[src/jbf_pkg.sv]
// ----------------------------------------------------------------------------
// jbf_pkg
// Shared constants, codes and controller/datapath interface types for the
// joint bilateral filter core.
// ----------------------------------------------------------------------------
package jbf_pkg;

    localparam int MAX_LINE    = 1024;
    localparam int MAX_RADIUS  = 4;
    localparam int WEIGHT_BITS = 16;

    localparam int STORE_DEPTH = (2 * MAX_RADIUS + 1) * MAX_LINE;
    localparam int ADDR_W      = $clog2(STORE_DEPTH);
    localparam int PIX_W       = 8;
    localparam int WORD_W      = 4 * PIX_W;
    localparam int GUIDE_DEPTH = 256;
    localparam int GIDX_W      = 8;
    localparam int TVAL_W      = 16;

    localparam int LEN_W       = 11;
    localparam int CNT_W       = 16;
    localparam int RAD_W       = 3;
    localparam int CFG_W       = 16;
    localparam int CFG_IDX_W   = 2;

    localparam int WID_W       = $clog2(MAX_LINE + 1);
    localparam int RADC_W      = $clog2(MAX_RADIUS + 1);
    localparam int K_W         = RADC_W + 1;
    localparam int DLY_W       = $clog2(MAX_RADIUS * MAX_LINE + MAX_RADIUS + 1);
    localparam int POS_W       = $clog2(MAX_LINE) + CNT_W;
    localparam int OX_W        = $clog2(MAX_LINE);
    localparam int PROD_W      = 2 * WEIGHT_BITS;
    localparam int WSUM_W      = WEIGHT_BITS + $clog2((2 * MAX_RADIUS + 1) * (2 * MAX_RADIUS + 1));
    localparam int PSUM_W      = WSUM_W + PIX_W;
    localparam int QCNT_W      = $clog2(PIX_W);

    localparam logic [1:0] CMD_PIXEL  = 2'd0;
    localparam logic [1:0] CMD_DRAIN  = 2'd1;
    localparam logic [1:0] CMD_LOAD_G = 2'd2;
    localparam logic [1:0] CMD_LOAD_S = 2'd3;

    localparam logic [CFG_IDX_W-1:0] REG_LINE_LENGTH = 2'd0;
    localparam logic [CFG_IDX_W-1:0] REG_LINE_COUNT  = 2'd1;
    localparam logic [CFG_IDX_W-1:0] REG_RADIUS      = 2'd2;
    localparam logic [CFG_IDX_W-1:0] REG_COLOR_GUIDE = 2'd3;

    typedef struct packed {
        logic init;
        logic cen;
        logic tap_issue;
        logic tap_skip;
        logic t1;
        logic t2;
        logic t3;
        logic t4;
        logic t5;
        logic t6;
        logic t7;
        logic div_init;
        logic div_step;
        logic out_load;
    } t_cmd;

    typedef struct packed {
        logic run;
        logic emit;
        logic tap_in;
        logic tap_last;
        logic color;
        logic div_fast;
        logic div_last;
        logic out_free;
        logic last_out;
    } t_stat;

endpackage

[src/jbf_ctrl.sv]
// ----------------------------------------------------------------------------
// jbf_ctrl
// Sequencer: walks each output pixel through centre fetch, window taps,
// division and output load.
// ----------------------------------------------------------------------------
module jbf_ctrl (
    input  logic           i_clk,
    input  logic           i_rst_n,
    input  jbf_pkg::t_stat i_stat,
    output jbf_pkg::t_cmd  o_cmd,
    output logic           o_in_ready
);
    import jbf_pkg::*;

    localparam logic [3:0] S_IDLE  = 4'd0;
    localparam logic [3:0] S_CHECK = 4'd1;
    localparam logic [3:0] S_CEN   = 4'd2;
    localparam logic [3:0] S_TAP   = 4'd3;
    localparam logic [3:0] S_T1    = 4'd4;
    localparam logic [3:0] S_T2    = 4'd5;
    localparam logic [3:0] S_T3    = 4'd6;
    localparam logic [3:0] S_T4    = 4'd7;
    localparam logic [3:0] S_T5    = 4'd8;
    localparam logic [3:0] S_T6    = 4'd9;
    localparam logic [3:0] S_T7    = 4'd10;
    localparam logic [3:0] S_DIV0  = 4'd11;
    localparam logic [3:0] S_DIV   = 4'd12;
    localparam logic [3:0] S_OUT   = 4'd13;

    logic [3:0] r_state;
    logic [3:0] n_state;
    t_cmd       cmd;

    always_comb begin
        n_state = r_state;
        cmd     = '0;
        case (r_state)
            S_IDLE: begin
                if (i_stat.run) begin
                    n_state = S_CHECK;
                end
            end
            S_CHECK: begin
                if (i_stat.emit) begin
                    cmd.init = 1'b1;
                    n_state  = S_CEN;
                end else begin
                    n_state = S_IDLE;
                end
            end
            S_CEN: begin
                cmd.cen = 1'b1;
                n_state = S_TAP;
            end
            S_TAP: begin
                if (i_stat.tap_in) begin
                    cmd.tap_issue = 1'b1;
                    n_state       = S_T1;
                end else begin
                    cmd.tap_skip = 1'b1;
                    n_state      = i_stat.tap_last ? S_DIV0 : S_TAP;
                end
            end
            S_T1: begin
                cmd.t1  = 1'b1;
                n_state = S_T2;
            end
            S_T2: begin
                cmd.t2  = 1'b1;
                n_state = i_stat.color ? S_T3 : S_T5;
            end
            S_T3: begin
                cmd.t3  = 1'b1;
                n_state = S_T4;
            end
            S_T4: begin
                cmd.t4  = 1'b1;
                n_state = S_T5;
            end
            S_T5: begin
                cmd.t5  = 1'b1;
                n_state = S_T6;
            end
            S_T6: begin
                cmd.t6  = 1'b1;
                n_state = S_T7;
            end
            S_T7: begin
                cmd.t7  = 1'b1;
                n_state = i_stat.tap_last ? S_DIV0 : S_TAP;
            end
            S_DIV0: begin
                cmd.div_init = 1'b1;
                n_state      = i_stat.div_fast ? S_OUT : S_DIV;
            end
            S_DIV: begin
                cmd.div_step = 1'b1;
                n_state      = i_stat.div_last ? S_OUT : S_DIV;
            end
            S_OUT: begin
                if (i_stat.out_free) begin
                    cmd.out_load = 1'b1;
                    n_state      = S_IDLE;
                end
            end
            default: begin
                n_state = S_IDLE;
            end
        endcase
    end

    always_ff @(posedge i_clk) begin
        if (!i_rst_n) begin
            r_state <= S_IDLE;
        end else begin
            r_state <= n_state;
        end
    end

    assign o_cmd      = cmd;
    assign o_in_ready = (r_state == S_IDLE);
endmodule

[config.mk]
export PLATFORM = sky130hd
export DESIGN_NAME = jbf_ctrl
export DESIGN_NICKNAME = d
export VERILOG_FILES = /design/src/jbf_pkg.sv /design/src/jbf_ctrl.sv
export SDC_FILE = /design/constraint.sdc
export NUM_CORES = 1
export LEC_CHECK = 0
export ABC_CLOCK_PERIOD_IN_PS = 1400
export BUFFER_PORTS_ARGS = -buffer_cell sky130_fd_sc_hd__buf_2
export CAP_MARGIN = 20
export CORE_AREA = 2 2 39 41
export DETAILED_ROUTE_END_ITERATION = 6
export DIE_AREA = 0 0 41 43
export GPL_TIMING_DRIVEN = 1
export PLACE_DENSITY_LB_ADDON = 0.1
export SYNTH_ARGS = -nofsm -noshare
export SYNTH_HDL_FRONTEND = slang
export SYNTH_SLANG_ARGS = --single-unit
[constraint.sdc]
create_clock -name i_clk -period 1.4 [get_ports i_clk]
set_input_delay 0.07 -clock i_clk [delete_from_list [all_inputs] [get_ports i_clk]]
set_output_delay 0.07 -clock i_clk [all_outputs]
set_load 0.01 [all_outputs]
==> results.json, run 1 <==
{
  "ctsHoldBuffers": 0,
  "placed_area_um2": 592,
  "grt_pass1_vias": 452,
  "ys_seq_elements": 4,
  "netlist.area_leader.share_pct": 20.2,
  "hpwl_um": 934,
  "grt_pass1_wl_um": 1790,
  "drtPass1Iterations": 3,
  "setup_ws_ns": 0.0765,
  "p_sw_share_pct": 32.4,
  "nets": 106,
  "maxSlewViolCount": 0,
  "synth_top_area_cell": "dfxtp_1",
  "p_per_area_mw_per_mm2": 651,
  "p_int_uw": 281,
  "crit_end": "o_cmd[0]",
  "r2r_slack_ns": 0.15,
  "clock-sinks": 4,
  "met1_usage_pct": 19.0,
  "crit_arrival_ns": 1.25,
  "p_comb_share_pct": 32.4,
  "min_period_ns": 1.32,
  "worstSetupStartpoint": "r_state[1]",
  "die_h_um": 43,
  "final_area_um2": 637,
  "first_iter_violations": 4,
  "finalSetupViolations": 0,
  "antenna_found_initial": 0,
  "synthTopCellsByArea": "dfxtp_1 20%, nor3_1 11%, nand2b_1 7.9%",
  "syn-cell-area_um2": 397,
  "grt.overflow.total": 0,
  "fmax_mhz": 756,
  "preCtsSetupSlack_ns": 0.112,
  "num_rows": 14,
  "mostFrequentLayoutCells": "24 x buf_2, 10 x buf_4, 9 x nor3_1",
  "synth_cell_types": 22,
  "p_switching_uw": 134,
  "antenna_cells": 0,
  "grtUsageTotal_pct": 15.1,
  "portBuffers": 24,
  "top_register": "r_state",
  "r2r-end": "r_state[3]",
  "setup.worst_path.class": "flop to primary output",
  "routedWlPerCell_um": 11.2,
  "num_vias": 537,
  "final_common_cell": "buf_2",
  "largest_register_ffs": 4,
  "area_growth_pct": 60.6,
  "ys_seq_area_share_pct": 20.2,
  "finalHoldWorstSlack_ns": 0.103,
  "die-width_um": 41,
  "die-area_mm2": 0.00176,
  "cts_setup_buffers": 0,
  "cp-start-kind": "flop",
  "busiest_layer": "met2",
  "path_max_fanout": 9,
  "hold_viol_final": 0,
  "p_seq_share_pct": 32.6,
  "rsz0062_at_grt": "yes",
  "worst_slew_pin_slew_ns": 0.325,
  "cp.required_ns": 1.33,
  "cts_tree": "yes",
  "clockPowerShare_pct": 34.9,
  "cts_buffers": 3,
  "p_leak_nw": 0.292,
  "period_share_pct": 94.5,
  "wl_um": 1220,
  "routabilityCongestion": 0.783,
  "top_regs": "r_state: 4 flops",
  "clkSlewWorstSetupHoldPaths_ns": 0.04,
  "core_area_mm2": 0.00138,
  "insertion_delay_ns": 0.24,
  "p_total_uw": 415,
  "htreeDepth": 1,
  "ant_nets": 0,
  "reg2reg_depth": 5,
  "viasPerCell": 4.93,
  "grtUsageMet2_pct": 21.9,
  "status": "completed",
  "pin_count": 26,
  "grt_max_degree": 10,
  "avgSynthCellArea_um2": 6.61,
  "cts_root_buf": "clkbuf_4",
  "layout-drive-gt1-share_pct": 48.4,
  "peakVddDrop_v": 0.000404,
  "met3_usage_pct": 3.14,
  "hold_depth": 2,
  "endpoint_kind": "primary output",
  "cts_buffer_depth": 2,
  "syn_nets": 71,
  "relSlewSlack_pct": 78.3,
  "ys_warn_count": 0,
  "hold_path_class": "primary input to flop",
  "fillers": 152,
  "route.detailed.drc": 0,
  "skew_ns": 0.00486,
  "drv_cap": 0,
  "r2r_start": "r_state[2]",
  "start_util_pct": 28.7,
  "synthCells": 60
}
[logic make-up after synthesis]
| group | after synthesis | share of synthesized area, % |
|---|---|---|
| AND/OR/NAND/NOR | 33 | 43.5 |
| AO/OA/AOI/OAI | 14 | 24.9 |
| buffers and inverters | 8 | 8.83 |
| flip-flops | 4 | 20.2 |
| multiplexers | 1 | 2.52 |
[how the worst min path moves through the flow]
stage | from | to
6_report | i_rst_n | r_state[1]
5_1_grt | i_rst_n | r_state[2]
4_1_cts | i_rst_n | r_state[1]
3_5_place_dp | i_rst_n | r_state[1]
3_3_place_gp | i_rst_n | r_state[1]
2_1_floorplan | i_rst_n | r_state[1]
[power groups by stage]
stage          sequential [mW]  clock [mW]  combinational (mW)
2_1_floorplan            0.130           0              0.0795
4_1_cts                  0.134       0.149               0.133
3_3_place_gp             0.136           0               0.132
6_report                 0.135       0.145               0.134
3_5_place_dp             0.135           0               0.131
5_1_grt                  0.137       0.166               0.149
[repair_timing]
item	in CTS	in global routing
pin swaps	0	1
setup endpoints to repair	1	10
resized for setup	2	6
[Yosys cell counts]
library cell / n
nor4b_1: 1
a211oi_1: 1
o31a_1: 1
nor2_1: 6
nor2b_1: 3
o211ai_1: 2
o32ai_1: 1
o21a_1: 1
nand2b_1: 5
nand3_1: 2
nand2_1: 4
or3b_1: 1
a21oi_1: 2
o21ai_0: 3
dfxtp_1: 4
nor4_1: 2
a21oi_2: 1
a221oi_1: 2
buf_2: 4
mux2i_1: 1
inv_1: 4
nor3_1: 9
[metrics by stage]
stage          std cells  TNS, ns  utilization, %
3_3_place_gp         106        0            42.8
4_1_cts              109        0            44.9
6_report             109        0            46.0
3_5_place_dp         106        0            42.8
2_1_floorplan         60        0               -
5_1_grt              109  -0.0230            46.0
[cell type report]
type / count / area, um^2 / area share, %
Clock buffer: 3 / 22.5 / 3.54
Tap cell: 16 / 20.0 / 3.14
Multi-Input combinational cell: 48 / 297 / 46.6
Timing Repair Buffer: 34 / 195 / 30.6
Inverter: 4 / 15.0 / 2.36
Sequential cell: 4 / 87.6 / 13.8
[worst max-delay path, cell delays in order (launching register included)]
cell     delay, ns
dfxtp_2       0.34
buf_4         0.17
inv_1         0.12
nand2_2       0.10
nor3_1        0.13
buf_2         0.15
[per-layer routing]
layer	part of all wire [%]	vias up
met5	0	-
met1	47	240
met2	49	11
li1	-	284
met4	0.65	0
met3	2.9	2
Power figures use the tool's default switching activity.
==> inputs of run 2 (changes only) <==
BUFFER_PORTS_ARGS = unset   (was -buffer_cell sky130_fd_sc_hd__buf_2)
DONT_BUFFER_PORTS = 1   (was unset)
==> run 2 against run 1 <==
Worst setup slack gained 0.0016 ns; combinational power barely moved; count of clock-buffer cells in the layout did not move; clock skew down 0.0045 ns; hold slack lost 0.056 ns; critical path depth is 1 lower; register-to-register slack got worse by 0.06 ns; sequential share of layout area grew 0.63 points; critical path type unchanged.
==> results.json, run 2 (synthesis results as in run 1) <==
{
  "status": "completed",
  "peakVddDrop_v": 0.000349,
  "core_area_mm2": 0.00138,
  "fin_tns_setup_ns": 0,
  "num_vias": 480,
  "start_util_pct": 28.7,
  "setup.worst_path.class": "flop to primary output",
  "fillers": 158,
  "cts_setup_buffers": 0,
  "top_regs": "r_state: 4 flops",
  "fmax_mhz": 756,
  "grt_pass1_vias": 460,
  "cpPeakStageDelay_ns": 0.37,
  "worst_slew_pin_slew_ns": 0.375,
  "die_h_um": 43,
  "layout-drive-gt1-share_pct": 37.5,
  "r2r_slack_ns": 0.09,
  "min_from": "i_stat[5]",
  "hold_viol_final": 0,
  "grt_pass1_wl_um": 1940,
  "drtPass1Iterations": 2,
  "r2r-end": "r_state[0]",
  "cp-start-kind": "flop",
  "largest_register_ffs": 4,
  "endpoint_kind": "primary output",
  "area_growth_pct": 44.8,
  "slowest_stage": "dfxtp_1",
  "path_cells": "buf_4 -> inv_1 -> nand3_1 -> nor3_1",
  "cp_top_family": "simple AND/OR/NAND/NOR gates",
  "cts_tree": "yes",
  "clock-sinks": 4,
  "crit_arrival_ns": 1.25,
  "p_per_area_mw_per_mm2": 727,
  "reg2reg_depth": 4,
  "clkSlewWorstSetupHoldPaths_ns": 0.04,
  "hpwl_um": 943,
  "setup_ws_ns": 0.0780,
  "relSlewSlack_pct": 74.8,
  "min_period_ns": 1.32,
  "cts_buffers": 3,
  "hold_path_end": "r_state[3]",
  "rsz0062_at_grt": "no",
  "preCtsSetupSlack_ns": 0.00525,
  "num_rows": 14,
  "antenna_cells": 0,
  "crit_buf_inv": 2,
  "portBuffers": 0,
  "grtUsageTotal_pct": 16.0,
  "top_register": "r_state",
  "route.detailed.drc": 0,
  "antenna_found_initial": 0,
  "first_iter_violations": 4,
  "final_common_cell": "buf_4",
  "viasPerCell": 5.45,
  "nets": 85,
  "cts_buffer_depth": 2,
  "period_share_pct": 94.4,
  "hold_depth": 2,
  "wl_um": 1220,
  "grt_max_degree": 11,
  "routedWlPerCell_um": 13.9,
  "maxSlewViolCount": 0,
  "grt.overflow.total": 0,
  "mostFrequentLayoutCells": "11 x buf_4, 6 x nor2_1, 5 x nor3_2",
  "die-area_mm2": 0.00176,
  "routabilityCongestion": 0.731,
  "p_leak_nw": 0.198,
  "drv_cap": 0,
  "placed_area_um2": 499,
  "cts_root_buf": "clkbuf_4",
  "die-width_um": 41,
  "insertion_delay_ns": 0.23,
  "r2r_start": "r_state[2]",
  "hold_path_class": "primary input to flop",
  "pin_count": 26,
  "finalSetupViolations": 0,
  "post-route-util_pct": 41.5,
  "skew_ns": 0.000330,
  "htreeDepth": 1,
  "path_max_fanout": 7,
  "ant_nets": 0,
  "final_area_um2": 574,
  "cp.required_ns": 1.33
}
==> run 2: changes by cell type in the layout (fill, tap and decap cells not counted), moves of 2 or more <==
cell,delta
nor3_2,+5
buf_2,-24
dfxtp_1,+2
nor3_1,-5
==> run 2: worst max-delay path by stage <==
stage / startpoint / endpoint / slack (ns) / cells past startpoint
floorplan: r_state[2] / r_state[0] / 0.16 / 5
global placement: r_state[0] / r_state[3] / 0.04 / 4
detailed placement: r_state[2] / r_state[0] / 0.005 / 4
CTS: r_state[2] / o_cmd[6] / -0.007 / 4
global route: r_state[3] / o_cmd[13] / 0.0006 / 4
finish: r_state[3] / o_cmd[13] / 0.08 / 4
==> run 2: per-layer routing <==
| metal | global-route usage [%] | routed length (um) | part of all wire, % | vias up |
|---|---|---|---|---|
| li1 | - | - | - | 242 |
| met2 | 23.4 | 620 | 51 | 12 |
| met1 | 20.2 | 532 | 44 | 224 |
| met4 | 12.0 | 8 | 0.66 | 0 |
| met3 | 2.09 | 58 | 4.8 | 2 |
| met5 | 0 | 0 | 0 | - |
==> run 2: metrics by stage <==
| stage | total power [mW] | hold WS (ns) | std cells |
|---|---|---|---|
| 3_5_place_dp | 0.257 | 0.191 | 84 |
| 6_report | 0.418 | 0.0473 | 88 |
| 4_1_cts | 0.418 | 0.0306 | 88 |
| 2_1_floorplan | 0.210 | 0.188 | 60 |
| 5_1_grt | 0.445 | 0.0595 | 88 |
| 3_3_place_gp | 0.258 | 0.199 | 84 |
==> run 2: repair_timing <==
item / in CTS / in global routing
setup endpoints to repair: 4 / 9
cloned: 0 / 0
resized for setup: 3 / 8
endpoints found under the hold margin: 4 / 0
hold buffers: 1 / 0
==> run 2: final cells by class <==
type                            instances  area [um^2]  area share, %
Clock buffer                            3         22.5           3.92
Inverter                                4         15.0           2.61
Multi-Input combinational cell         48          322           56.0
Sequential cell                         4         82.6           14.4
Tap cell                               16         20.0           3.49
Timing Repair Buffer                   13          113           19.6
==> run 2: report_power, final <==
| group | internal, mW | leakage, nW | switching (mW) | total (mW) |
|---|---|---|---|---|
| registers | 0.123 | 0.0333 | 0.0178 | 0.141 |
| clock network | 0.0960 | 0.0138 | 0.0484 | 0.144 |
| logic | 0.0626 | 0.151 | 0.0696 | 0.132 |
| total | 0.282 | 0.198 | 0.136 | 0.418 |
